===== src/sv/tbsp_pkg.sv =====
package tbsp_pkg;

    localparam int VAR_W      = 13;
    localparam int STEP_W     = 48;
    localparam int SCORE_W    = 24;
    localparam int RND_W      = 32;
    localparam int TEN_W      = 16;
    localparam int CLS_W      = 23;
    localparam int CFG_IDX_W  = 2;
    localparam int CFG_DATA_W = 23;

    localparam int MAX_VARS_DEF = 4096;
    localparam int IQ_DEPTH_DEF = 4;
    localparam int OQ_DEPTH_DEF = 4;

    localparam logic [CFG_IDX_W-1:0] CFG_TENURE  = 2'd0;
    localparam logic [CFG_IDX_W-1:0] CFG_CLAUSES = 2'd1;

    localparam logic [TEN_W-1:0] TENURE_RST  = 16'd10;
    localparam logic [CLS_W-1:0] CLAUSES_RST = 23'd0;

    typedef struct packed {
        logic [TEN_W-1:0] tenure;
        logic [CLS_W-1:0] clauses;
    } t_cfg;

    typedef struct packed {
        logic [VAR_W-1:0]          idx;
        logic signed [SCORE_W-1:0] score;
        logic                      free;
        logic [RND_W-1:0]          rnd;
        logic                      last;
    } t_item;

endpackage


===== src/sv/tbsp_fifo.sv =====
module tbsp_fifo #(
    parameter int WIDTH = 8,
    parameter int DEPTH = 4
) (
    input  logic                       i_clk,
    input  logic                       i_rst_n,
    input  logic                       i_push,
    input  logic [WIDTH-1:0]           i_data,
    output logic                       o_full,
    input  logic                       i_pop,
    output logic [WIDTH-1:0]           o_data,
    output logic                       o_empty,
    output logic [$clog2(DEPTH):0]     o_count
);
    localparam int AW = $clog2(DEPTH);

    logic [WIDTH-1:0] r_mem [DEPTH];
    logic [AW-1:0]    r_wp;
    logic [AW-1:0]    r_rp;
    logic [AW:0]      r_cnt;
    logic             do_push;
    logic             do_pop;

    assign o_full  = (r_cnt == (AW+1)'(DEPTH));
    assign o_empty = (r_cnt == '0);
    assign o_count = r_cnt;
    assign o_data  = r_mem[r_rp];
    assign do_push = i_push && !o_full;
    assign do_pop  = i_pop && !o_empty;

    always_ff @(posedge i_clk) begin
        if (!i_rst_n) begin
            r_wp  <= '0;
            r_rp  <= '0;
            r_cnt <= '0;
        end else begin
            if (do_push) begin
                r_wp <= (r_wp == AW'(DEPTH - 1)) ? '0 : r_wp + 1'b1;
            end
            if (do_pop) begin
                r_rp <= (r_rp == AW'(DEPTH - 1)) ? '0 : r_rp + 1'b1;
            end
            r_cnt <= r_cnt + (AW+1)'(do_push) - (AW+1)'(do_pop);
        end
    end

    always_ff @(posedge i_clk) begin
        if (do_push) begin
            r_mem[r_wp] <= i_data;
        end
    end

endmodule


===== src/sv/tbsp_front.sv =====
module tbsp_front #(
    parameter int IQ_DEPTH = tbsp_pkg::IQ_DEPTH_DEF
) (
    input  logic                                 i_clk,
    input  logic                                 i_rst_n,
    input  logic [tbsp_pkg::TEN_W-1:0]           i_tenure,
    input  logic                                 push,
    output logic                                 full,
    input  logic [tbsp_pkg::VAR_W-1:0]           i_var_index,
    input  logic [tbsp_pkg::STEP_W-1:0]          i_var_last_flip,
    input  logic signed [tbsp_pkg::SCORE_W-1:0]  i_var_score,
    input  logic [tbsp_pkg::STEP_W-1:0]          i_current_step,
    input  logic [tbsp_pkg::STEP_W-1:0]          i_reset_step,
    input  logic [tbsp_pkg::RND_W-1:0]           i_random_word,
    input  logic                                 i_is_last,
    output tbsp_pkg::t_item                      o_item,
    output logic                                 o_empty,
    input  logic                                 i_pop
);
    import tbsp_pkg::*;

    localparam int IW = $bits(t_item);

    logic           step_gt_ten;
    logic           flip_lt_rst;
    logic           flip_lt_win;
    logic [STEP_W:0] flip_plus_ten;
    t_item          item;
    logic [IW-1:0]  q_out;

    // A record is free of tabu when its last flip lies before the larger of
    // the reset step and the step minus the tenure; early on only step zero is.
    assign step_gt_ten   = i_current_step > STEP_W'(i_tenure);
    assign flip_lt_rst   = i_var_last_flip < i_reset_step;
    assign flip_plus_ten = {1'b0, i_var_last_flip} + (STEP_W+1)'(i_tenure);
    assign flip_lt_win   = flip_plus_ten < {1'b0, i_current_step};

    always_comb begin
        item.idx   = i_var_index;
        item.score = i_var_score;
        item.free  = step_gt_ten ? (flip_lt_rst || flip_lt_win)
                                 : (i_var_last_flip == '0);
        item.rnd   = i_random_word;
        item.last  = i_is_last;
    end

    tbsp_fifo #(
        .WIDTH (IW),
        .DEPTH (IQ_DEPTH)
    ) u_queue (
        .i_clk   (i_clk),
        .i_rst_n (i_rst_n),
        .i_push  (push),
        .i_data  (item),
        .o_full  (full),
        .i_pop   (i_pop),
        .o_data  (q_out),
        .o_empty (o_empty),
        .o_count ()
    );

    assign o_item = t_item'(q_out);

endmodule


===== config.mk =====
export PLATFORM = sky130hd
export DESIGN_NAME = tbsp_front
export DESIGN_NICKNAME = d
export VERILOG_FILES = /design/src/sv/tbsp_pkg.sv /design/src/sv/tbsp_fifo.sv /design/src/sv/tbsp_front.sv
export SDC_FILE = /design/constraint.sdc
export NUM_CORES = 1
export LEC_CHECK = 0
export BUFFER_PORTS_ARGS = -buffer_cell sky130_fd_sc_hd__buf_4
export CORE_MARGIN = 2
export CORE_UTILIZATION = 57
export CTS_BUF_LIST = sky130_fd_sc_hd__clkbuf_8
export DETAILED_ROUTE_END_ITERATION = 10
export PLACE_DENSITY = 0.82
export SLEW_MARGIN = 10
export SYNTH_ARGS = -nofsm -noshare
export SYNTH_HDL_FRONTEND = slang
export SYNTH_HIERARCHICAL = 1
export SYNTH_SLANG_ARGS = --single-unit

===== constraint.sdc =====
create_clock -name i_clk -period 4.99 [get_ports i_clk]
set_clock_uncertainty 0.1 [all_clocks]
set_input_delay 0.2495 -clock i_clk [delete_from_list [all_inputs] [get_ports i_clk]]
set_output_delay 0.2495 -clock i_clk [all_outputs]
set_load 0.01 [all_outputs]

==> After elaboration in Yosys (flattened, before gate mapping) <==
Memories as Yosys holds them, arrays and structs flattened. A register that Yosys moved wholly into a read port is not among the register bits.
Cells that the tools add are included.
{ "op_classes": {"order_cmp": 3, "eq_ne": 3, "n_addsub": 5, "n_reduce_logical": 7, "n_mux": 7} }
{ "ops": {"columns": ["cell", "n"], "rows": [
  ["48-bit by 16-bit adder with 49-bit output", 1],
  ["49-bit by 48-bit < comparator with 1-bit output", 1],
  ["48-bit by 16-bit > comparator with 1-bit output", 1],
  ["48-bit zero test", 1],
  ["48-bit < comparator", 1],
  ["2-bit two-way mux", 4],
  ["2-bit by 1-bit adder with 2-bit output, second input constant", 2],
  ["2-bit == test, second input constant", 2],
  ["3-bit by 1-bit adder with 3-bit output", 1],
  ["3-bit == test, second input constant", 1],
  ["3-bit zero test", 1],
  ["1-bit two-way mux", 3],
  ["3-bit by 1-bit subtractor with 3-bit output", 1],
  ["1-bit logical AND", 2],
  ["1-bit zero test", 2],
  ["1-bit logical OR", 1]
]} }
{ "totals": {"mem_bits_rw": 284, "ff_bits": 7, "in_bits": 234, "memories": 1, "output_inout_bits": 73} }
{ "memory_table": {"columns": ["name", "words", "width", "rd", "rd_clocked_by_memory_dff", "wr", "line", "source"], "rows": [
  ["u_queue.r_mem", 4, 71, 1, 1, 1, "tbsp_fifo.sv:17", "logic [WIDTH-1:0] r_mem [DEPTH];"]
]} }

==> Depth between registers and ports, before layout <==
Gate-level depths: netlist (run 1).
{ "logic_depth": {"ltp_word": 5, "ltp_mapped": 21, "mapped_depth_nobuf": 20} }

==> By module <==
The synthesis (run 1) kept the hierarchy.
{ "by_module_without_submodules": {"columns": ["module", "instances", "cells_each", "area_each_um2"], "rows": [
  ["tbsp_fifo", 1, 424, 10806.6],
  ["tbsp_front", 1, 613, 4299.1]
]} }

==> Worst setup path after synthesis (run 1) <==
OpenSTA, ideal clock, no wires.
{ "synth_timing": {"path_type": "in2reg", "from": "input i_tenure[0] (netlist name)", "to": "memory u_queue/r_mem[0][33] (netlist name) (data pin)", "path_stages": 21, "t_arrival_ns": 3.959, "slack_ns": 0.743, "setup_time_ns": 0.187, "cell_sequence": "ha_1 inv_1 fa_1 nor2b_1 o2111ai_1 a211o_1 a31oi_2 a21oi_2 nand2b_1 buf_2 nor3_2 xor2_1 ha_1 a21o_1 a21o_1 a21oi_1 nor4_1 or3_1 a31oi_1 nand3_1 a31oi_1"} }
{ "synth_lines": {"columns": ["item", "line", "source"], "rows": [
  ["from (decl)", "tbsp_front.sv:6", "input logic [tbsp_pkg::TEN_W-1:0] i_tenure,"],
  ["to (decl)", "tbsp_fifo.sv:17", null]
]} }

==> impl_metrics.tcl, run 1 <==
set metrics [dict create \
    grt_antenna_before_repair 1 \
    cp-start-kind "input port" \
    drc 0 \
    synth.area.mux_share 0.107 \
    ctsHoldBuffers 71 \
    p_per_area_nw_per_um2 369 \
    fillers 1667 \
    cts_root_buffer "clkbuf_8" \
    cts_resized 0 \
    swShare 0.289 \
    cp_cell_sequence "buf_4 -> ha_1 -> inv_1 -> fa_1 -> nor2b_1 -> o2111ai_1 -> a211o_1 -> a31oi_2 -> a21oi_2 -> nand2b_1 -> buf_4 -> nor2_1 -> xor2_1 -> ha_1 -> a21o_1 -> a21o_1 -> a21oi_1 -> nor3_1 -> or3_1 -> a31oi_1 -> nand3_1 -> a31oi_1" \
    final.setup.tns_ns 0 \
    critPathKind "input port to flip-flop" \
    cts_sinks 293 \
    async_flop_share 0 \
    hold_viol_final 0 \
    max-cap-violations 0 \
    outcome "finished, final reports clean" \
    core_um2 26100 \
    drt-initial-drc-count 702 \
    synthAdderAreaFrac 0.113 \
    die_area_um2 27800 \
    min_path_type "input port to flip-flop" \
    layout-drive-gt1-share 0.306 \
    slowest_stage "fa_1" \
    globalRouteOverflowTotal 0 \
    synth_common_cells "284 x edfxtp_1, 133 x ha_1, 128 x inv_1" \
    clock.fmax_ghz 0.229 \
    io_pins 307 \
    ys_ff_latch 293 \
    combPwrFrac 0.286 \
    start_util 0.580 \
    ys_seq_area_frac 0.576 \
    place.gp.congestion 0.948 \
    numCtsBuffers 43 \
    die_h_um 167 \
    synth_top_family_by_area "adder cells" \
    dr.pass1.iters 5 \
    grt_max_degree 72 \
    peakVddDrop_mv 0.326 \
    grt_pass1_wl_um 60300 \
    first_global_vias 10914 \
    avgSynthCellArea_um2 14.6 \
    clk_pin_slew_ns 0.06 \
    netlist_area_um2 15100 \
    cp_max_fo 7 \
    synth_edf_count 284 \
    ant_nets 0 \
    crit_required_ns 5.21 \
    post_cts_buffers 0 \
    crit_family "compound AO/OA/AOI/OAI gates" \
    finalWirelength_um 39200 \
    period_needed_ns 4.36 \
    worstMarginPinSlew_ns 1.10 \
    synthSimpleGateAreaFrac 0.0707 \
    leakagePower_nw 7.84 \
    synthCells 1037 \
    syn_nets 1406 \
    slowest_delay_ns 0.40 \
    ys.flop_type "edfxtp_1" \
    fin_cells 1812 \
    synth_compound_area_frac 0.0599 \
    p_int_mw 5.04 \
    ys_types 58 \
    power_frac_seq 0.451 \
    dp_hpwl_um 26700 \
    setup_violations 0 \
    p_switching_mw 2.05 \
    synth_top_cell_by_area "edfxtp_1" \
    grt.total_usage 0.284 \
    synth_top_area_frac 0.565 \
    dp.cells 1661 \
    clockBufferDepth 3 \
    period_share 0.873 \
    worstPathBufferInverterCount 3 \
    num_vias 10219 \
    slew_headroom 0.269 \
    via_per_inst 5.64 \
    cts_tree "built" \
    synth_most_common_cell "edfxtp_1" \
    end_kind "flip-flop" \
    io_buffers 306 \
    htreeDepth 2 \
    rsz0062_at_grt "false" \
    clk_latency_ns 0.54 \
    rows 59 \
    crit_arrival_ns 4.58 \
    slew_viol_final 0 \
    area_growth_pct 27.2 \
    synth_xor_area_frac 0.0267 \
    dieWidth_um 167 \
    fin_nets 1811 \
    avgRoutedWirePerCell_um 21.6 \
    clkPwrFrac 0.263 \
    synth.area.top_cells "edfxtp_1 56%, ha_1 11%, mux4_2 10%" \
    synth_warnings 6 \
]
layer usage:
metal | global-route usage | vias up | wire length (um)
met5 | 0 | - | 0
met4 | 0.111 | 0 | 1520
met3 | 0.0520 | 93 | 2500
met2 | 0.519 | 446 | 20400
met1 | 0.331 | 4876 | 14700
li1 | - | 4804 | -
area by class of cell:
class                           instances  area [um^2]  share of cell area
Inverter                              128          480              0.0250
Timing Repair Buffer                  381         3040               0.158
Sequential cell                       293         8720               0.454
Clock inverter                         36          251              0.0131
Tap cell                              335          419              0.0218
Multi-Input combinational cell        595         5710               0.297
Clock buffer                           43          592              0.0308
Antenna cell                            1         2.50            0.000130
sequential cells by signal, indices dropped and copies added (netlist names), named ones only:
register,flops
u_queue/r_mem,284
u_queue/o_count,3
u_queue/r_rp,2
u_queue/r_wp,2
logic make-up (layout without fill, tap and decap cells):
kind of cell	count (synthesis)	after routing
other	0	1
adder cells (fa/ha/maj)	135	135
AND/OR/NAND/NOR	200	200
multiplexers	73	73
flip-flops	293	293
buffers and inverters	149	588
XOR/XNOR	46	46
AO/OA/AOI/OAI	141	141
tightest hold or removal path: stages:
cell and delay [ns]:
buf_4 0.11, o31ai_1 0.13, o21ai_0 0.13
worst paths after layout:
kind / start / cells past startpoint / endpoint / slack (ns)
setup / recovery: i_tenure[0] / 22 / u_queue/r_mem[1][33] / 0.63
hold / removal: i_pop / 3 / flip-flop / 0.03
setup reg to reg: u_queue/o_count[2] / 10 / u_queue/o_count[2] / 2.45
hold reg to reg: u_queue/r_wp[1] / 2 / u_queue/r_wp[1] / 0.40
metrics by stage:
step / util / setup WS [ns] / cell area [um^2] / total power, mW / hold slack [ns]
after CTS: 0.737 / 0.663 / 19200 / 7.08 / 0.00791
final: 0.737 / 0.631 / 19200 / 7.09 / 0.0311
after detailed placement: 0.678 / 0.129 / 17700 / 5.18 / 0.352
after global placement: 0.678 / 0.286 / 17700 / 5.12 / 0.351
after floorplan: - / 0.743 / 15100 / 4.36 / 0.248
after global routing: 0.737 / 0.302 / 19200 / 7.40 / 0.0499
layout by cell type, fill, tap and decap left out, drive strengths merged, types with 19 or more instances in the layout:
| master | synthesis | layout |
|---|---|---|
| nor4 | 24 | 24 |
| dlygate4sd3 | 0 | 71 |
| inv | 128 | 140 |
| o21ai | 32 | 32 |
| nor2 | 43 | 43 |
| mux4 | 71 | 71 |
| xor2 | 21 | 21 |
| a21o | 20 | 20 |
| edfxtp | 284 | 284 |
| ha | 133 | 133 |
| a21oi | 40 | 40 |
| clkinv | 0 | 19 |
| buf | 20 | 310 |
| nand2 | 35 | 35 |
| nand4 | 24 | 24 |
| clkbuf | 1 | 43 |
| xnor2 | 25 | 25 |
power by group through the flow:
stage	Clock (mW)	Combinational [mW]	Sequential, mW
floorplan	0	1.26	3.10
global placement	0	1.90	3.21
detailed placement	0	1.94	3.23
CTS	1.88	2.01	3.19
global route	2.00	2.17	3.22
finish	1.86	2.03	3.19
Power figures use the tool's default switching activity.
==> run 2, diff against run 1 <==
- PLACE_DENSITY: 0.82 -> 0.83
- SYNTH_HIERARCHICAL: 1 -> default
==> run 2 against run 1 <==
Effect of this change:
- combinational power shrank 8%
- power down 4.6%
- utilization rose by 0.14 points
- cell count decreased by 0.11%
- largest power group unchanged
- synthesized cell count shrank 0.58%
- via count is 2.4% higher
- critical path type unchanged
- die area fell by 1.1%
- area after synthesis decreased by 1.1%
- register-to-register slack worse by 0.20 ns
- flip-flop and latch count unchanged
- clock-buffer cell count up 4
- critical endpoint is now u_queue.r_mem[0][33]
==> impl_metrics.tcl, run 2 <==
set metrics [dict create \
    place_ws_ns 0.202 \
    period_share 0.850 \
    globalRouteOverflowTotal 0 \
    drc 0 \
    layout-drive-gt1-share 0.306 \
    synth_most_common_cell "edfxtp_1" \
    fin_nets 1810 \
    crit_required_ns 5.22 \
    htreeDepth 2 \
    fillers 1620 \
    final_cell_mix "313 x buf_4, 284 x edfxtp_1, 138 x inv_1, 133 x ha_1" \
    critPathKind "input port to flip-flop" \
    ys_types 50 \
    hold_path_startpoint "i_pop" \
    core_um2 25900 \
    netlist_area_um2 14900 \
    clockBufferDepth 3 \
    ys.flop_type "edfxtp_1" \
    cts_root_buffer "clkbuf_8" \
    synth_common_cells "284 x edfxtp_1, 133 x ha_1, 125 x inv_1" \
    clk_pin_slew_ns 0.06 \
    dp_hpwl_um 28000 \
    slew_headroom 0.232 \
    leakagePower_nw 7.81 \
    rr_worst_depth 4 \
    place.gp.congestion 1.02 \
    via_per_inst 5.78 \
    io_pins 307 \
    rows 59 \
    first_global_vias 10924 \
    dr.pass1.iters 5 \
    synth_top_area_frac 0.571 \
    avgRoutedWirePerCell_um 21.7 \
    grt_pass1_wl_um 61000 \
    hold_viol_final 0 \
    cp-start-kind "input port" \
    ant_nets 0 \
    die_area_um2 27500 \
    clk_latency_ns 0.55 \
    synth_warnings 0 \
    final.setup.tns_ns 0 \
    ys_ff_latch 293 \
    cts_tree "built" \
    ys_seq_area_frac 0.583 \
    end_kind "flip-flop" \
    cp_max_fo 5 \
    ff2ff_setup_slack_ns 2.25 \
    synth.area.top_cells "edfxtp_1 57%, ha_1 11%, mux4_2 11%" \
    grt_max_degree 72 \
    area_growth_pct 28.1 \
    drt-initial-drc-count 846 \
    async_flop_share 0 \
    finalPower_mw 6.76 \
    dieWidth_um 166 \
    rsz0062_at_grt "false" \
    grt_antenna_before_repair 1 \
    num_vias 10467 \
    max-cap-violations 0 \
    crit_arrival_ns 4.47 \
    r2r-end "u_queue.r_mem[1][36]" \
    synthCells 1031 \
    worst_slack_ns 0.749 \
    reg2reg_from "u_queue.o_count[1]" \
    setup_violations 0 \
    whs_path_depth 4 \
    max_flop_register "u_queue.r_mem" \
    outcome "finished, final reports clean" \
    die_h_um 166 \
    largest_register_ffs 284 \
    avgSynthCellArea_um2 14.5 \
    min_path_type "input port to flip-flop" \
    clock.fmax_ghz 0.236 \
    layout_commonest_cell "buf_4" \
    synth_edf_count 284 \
    peakVddDrop_mv 0.271 \
    finalWirelength_um 39300 \
    start_util 0.577 \
    cts_sinks 293 \
    slew_viol_final 0 \
    p_per_area_nw_per_um2 353 \
    io_buffers 306 \
    grt.total_usage 0.286 \
    synth_top_cell_by_area "edfxtp_1" \
    worstMarginPinSlew_ns 1.14 \
    period_needed_ns 4.24 \
    syn_nets 1400 \
    numCtsBuffers 42 \
]
==> run 2: cell types whose count changed in the layout (fill, tap and decap cells not counted), sizes merged, moves of 5 or more <==
cell	delta
and3	+7
nand2	+10
a21oi	+6
nor2	-14
nor2b	+6
o21ai	-7
nand3	+7
clkinv	-6
nand4	+5
==> run 2: cells by family after synthesis <==
group,after synthesis,share of synthesized area
adders and majority gates,135,0.114
DFF,293,0.583
muxes,74,0.109
xor gates and xnor gates,47,0.0276
buffers and inverters,143,0.0365
AOI/OAI and AO/OA,128,0.0549
and+or+nand+nor,211,0.0750
==> run 2: worst max-delay path, cell delays in order <==
cell and delay (ns):
buf_4 0.12, ha_1 0.20, inv_1 0.07, fa_1 0.20, nor2b_1 0.06, o21ai_0 0.21
a21o_1 0.17, a21oi_1 0.06, nand2b_1 0.23, o211ai_1 0.52, nor2_1 0.10, xor2_1 0.16
ha_1 0.31, a2111oi_0 0.40, o21ai_0 0.16, a31o_2 0.26, a21oi_1 0.14, nor3_1 0.05
a2111oi_0 0.37, o211ai_1 0.15, a31oi_1 0.28
==> run 2: per-layer routing <==
metal  GRT usage  wire length, um  share of wire  up-vias
met5           0                0              0        -
met4       0.107             1320          0.034        0
met3      0.0410             2790          0.071       79
met2       0.507            20200           0.51      521
met1       0.359            15000           0.38     5057
li1            -                -              -     4810
==> run 2: report_power, final <==
part | leakage [nW] | internal, mW | switching, mW | total [mW]
Combinational | 4.69 | 0.977 | 0.887 | 1.86
Sequential | 2.67 | 2.97 | 0.166 | 3.14
Clock | 0.443 | 0.869 | 0.889 | 1.76
Total | 7.81 | 4.82 | 1.94 | 6.76
==> run 2: worst max-delay path by stage <==
stage | endpoint | from | slack, ns | cells past startpoint
finish | u_queue.r_mem[0][33] | i_tenure[0] | 0.75 | 21
detailed placement | u_queue.r_mem[0][33] | i_tenure[0] | 0.20 | 21
floorplan | u_queue.r_mem[0][33] | i_tenure[3] | 0.93 | 19
CTS | u_queue.r_mem[1][33] | i_tenure[0] | 0.76 | 21
global route | u_queue.r_mem[0][33] | i_tenure[0] | 0.34 | 21
global placement | u_queue.r_mem[0][33] | i_tenure[0] | 0.40 | 21
==> run 2: final cells by class <==
type,instances,area [um^2],share of cell area
sequential,293,8720,0.455
multi-input combinational,595,5690,0.298
timing repair buffer,384,3060,0.160
clock buffer,47,647,0.0338
inverter,125,469,0.0245
tap,335,419,0.0219
clock inverter,29,129,0.00673
antenna,2,5.00,0.000261
==> run 2: metrics by stage <==
step | utilization | instance area (um^2) | hold slack [ns] | std cells
floorplan | - | 14900 | 0.248 | 1031
global placement | 0.681 | 17600 | 0.350 | 1661
detailed placement | 0.681 | 17600 | 0.355 | 1661
CTS | 0.738 | 19100 | 0.0894 | 1808
global route | 0.739 | 19100 | 0.119 | 1809
finish | 0.739 | 19100 | 0.118 | 1810
==> run 2: timing repair <==
item	CTS	global route
setup endpoints to repair	0	0
buffers inserted	0	0
hold buffers	71	0
hold endpoints to repair	289	0
resized for setup	0	0
==> run 3, diff against run 2 <==
- ABC_AREA: default -> 1
- CORE_UTILIZATION: 57 -> 58
- clock period: 4.99 -> 4.3 ns (I/O delays scaled with it)
==> run 3 against run 2 <==
Effect of this change:
- combinational power is 63% higher
- sequential share of layout area is 2.3 points lower
- sequential power is 16% higher
- critical path type is now flip-flop to output pin
==> impl_metrics.tcl, run 3 <==
set metrics [dict create \
    outcome "finished, final reports clean" \
    clk_latency_ns 0.55 \
    largest_register_ffs 284 \
    setup_violations 0 \
    dr.pass1.iters 5 \
    endpoint "o_item[45]" \
    io_buffers 306 \
    avgRoutedWirePerCell_um 19.6 \
    place.gp.congestion 0.945 \
    synth.area.top_cells "edfxtp_1 53%, ha_1 10%, nor2_1 5.5%" \
    p_per_area_nw_per_um2 432 \
    power_frac_seq 0.418 \
    grt.total_usage 0.323 \
    cp_cell_sequence "buf_4 -> o21ai_0 -> o22ai_1 -> buf_4" \
    ff2ff_setup_slack_ns 1.54 \
    grt_max_degree 87 \
    leakagePower_nw 8.76 \
    clk_pin_slew_ns 0.07 \
    period_share 0.777 \
    crit_cells 4 \
    cts_root_buffer "clkbuf_8" \
    finalWirelength_um 46700 \
    grt_antenna_before_repair 2 \
    slew_headroom 0.257 \
    clkPwrFrac 0.233 \
    max-cap-violations 0 \
    dieWidth_um 170 \
    r2r-end "u_queue.r_mem[1][32]" \
    ys_ff_latch 293 \
    worstPathBufferInverterCount 2 \
    combPwrFrac 0.349 \
    placed_area_um2 18700 \
    whs_path_depth 4 \
    fin_nets 2379 \
    io_pins 307 \
    clock.fmax_ghz 0.299 \
    grt_pass1_wl_um 72400 \
    die_h_um 170 \
    area_growth_pct 26.1 \
    crit_required_ns 3.98 \
    synth_warnings 0 \
    peakVddDrop_mv 0.523 \
    cp_max_fo 76 \
    avgSynthCellArea_um2 9.84 \
    synth_top_area_frac 0.534 \
    final.setup.tns_ns 0 \
    num_vias 13755 \
    end_kind "output pin" \
    crit_top_cell "buf_4" \
    period_needed_ns 3.34 \
    drc 0 \
    final_cell_mix "316 x buf_4, 284 x edfxtp_1, 229 x nor2_1, 226 x inv_1, 192 x nand2_1" \
    place_ws_ns 0.560 \
    p_switching_mw 3.02 \
    synth_most_common_cell "edfxtp_1" \
    hold_viol_final 0 \
    layout_commonest_cell "buf_4" \
    globalRouteOverflowTotal 0 \
    rsz0062_at_grt "false" \
    first_global_vias 14048 \
    max_flop_register "u_queue.r_mem" \
    hold_path_startpoint "push" \
    ys_seq_area_frac 0.545 \
    final_cell_area_um2 20100 \
    die_area_um2 28900 \
    netlist_area_um2 16000 \
    slew_viol_final 0 \
    min_path_type "input port to flip-flop" \
    async_flop_share 0 \
    cts_resized 0 \
    worst_slack_ns 0.960 \
    finalPower_mw 8.70 \
    core_um2 27000 \
    ys_types 41 \
    reg2reg_from "u_queue.o_count[1]" \
    crit_arrival_ns 3.03 \
    crit_family "buffers and inverters" \
    synth_top_cell_by_area "edfxtp_1" \
    rows 60 \
    syn_nets 1993 \
    via_per_inst 5.77 \
    numCtsBuffers 41 \
    synth_edf_count 284 \
    synthCells 1624 \
    htreeDepth 2 \
    critPathKind "flip-flop to output pin" \
    synth_common_cells "284 x edfxtp_1, 233 x nor2_1, 221 x inv_1" \
    ys.flop_type "edfxtp_1" \
    dp_hpwl_um 30600 \
    cts_tree "built" \
    swShare 0.348 \
    ant_nets 0 \
    slowest_stage "dfxtp_4" \
    cts_sinks 293 \
    cp-start-kind "flip-flop" \
    drt-initial-drc-count 1068 \
    worstMarginPinSlew_ns 1.11 \
    slowest_delay_ns 0.82 \
    p_int_mw 5.67 \
    start_util 0.591 \
    rr_worst_depth 6 \
    clockBufferDepth 3 \
    layout-drive-gt1-share 0.196 \
]
[run 3: worst min-delay path by stage]
stage	endpoint	slack, ns
2_1_floorplan	u_queue.o_count[0]	0.21
3_3_place_gp	u_queue.r_mem[0][13]	0.31
3_5_place_dp	u_queue.r_mem[3][25]	0.32
4_1_cts	u_queue.r_wp[1]	0.03
5_1_grt	u_queue.r_wp[1]	0.11
6_report	u_queue.r_wp[1]	0.1
[run 3: stage by stage]
step / hold WS (ns) / cells / utilization
final: 0.0965 / 2383 / 0.746
after global placement: 0.314 / 2236 / 0.691
after global routing: 0.109 / 2383 / 0.746
after CTS: 0.0323 / 2381 / 0.745
after detailed placement: 0.317 / 2236 / 0.691
after floorplan: 0.213 / 1624 / -
[run 3: power by group through the flow]
stage	combinational, mW	clock (mW)	sequential, mW
6_report	3.03	2.03	3.63
5_1_grt	3.30	2.14	3.66
4_1_cts	2.96	1.99	3.61
3_5_place_dp	2.89	0	3.67
3_3_place_gp	2.80	0	3.66
2_1_floorplan	1.56	0	3.63
[run 3: what timing repair did]
| action | 4_1_cts | 5_1_grt |
|---|---|---|
| setup buffers | 0 | 0 |
| hold buffers | 72 | 0 |
| setup endpoints to repair | 0 | 0 |
| endpoints found under the hold margin | 289 | 0 |
[run 3: area by class of cell]
cell class | count | area [um^2]
Timing Repair Buffer | 390 | 3130
Fill cell | 1830 | 6880
Clock inverter | 30 | 163
Inverter | 221 | 832
Clock buffer | 43 | 592
Antenna cell | 2 | 5.00
Tap cell | 341 | 427
Sequential cell | 293 | 8710
Multi-Input combinational cell | 1063 | 6280
[run 3: cell families (layout without fill, tap and decap cells)]
group	count (synthesis)	in the layout	share of synthesized area
AOI/OAI and AO/OA	334	334	0.113
xor gates and xnor gates	42	42	0.0230
adders and majority gates	135	135	0.107
buffers and inverters	268	684	0.0633
DFF	293	293	0.545
other	0	2	0
and+or+nand+nor	552	552	0.149
[run 3: worst reg2reg max path: stages (launching register included)]
cell,delay [ns]
dfxtp_1,0.46
inv_1,0.10
nand2_1,0.11
o21ai_1,0.09
buf_4,0.21
nor2_4,0.85
buf_4,0.49
[run 3: per-layer routing]
| layer | vias to the layer above | wire length, um | track usage |
|---|---|---|---|
| met3 | 129 | 4130 | 0.0644 |
| met5 | - | 0 | 0 |
| met2 | 712 | 23200 | 0.575 |
| met4 | 0 | 2000 | 0.147 |
| li1 | 6432 | - | - |
| met1 | 6482 | 17400 | 0.379 |
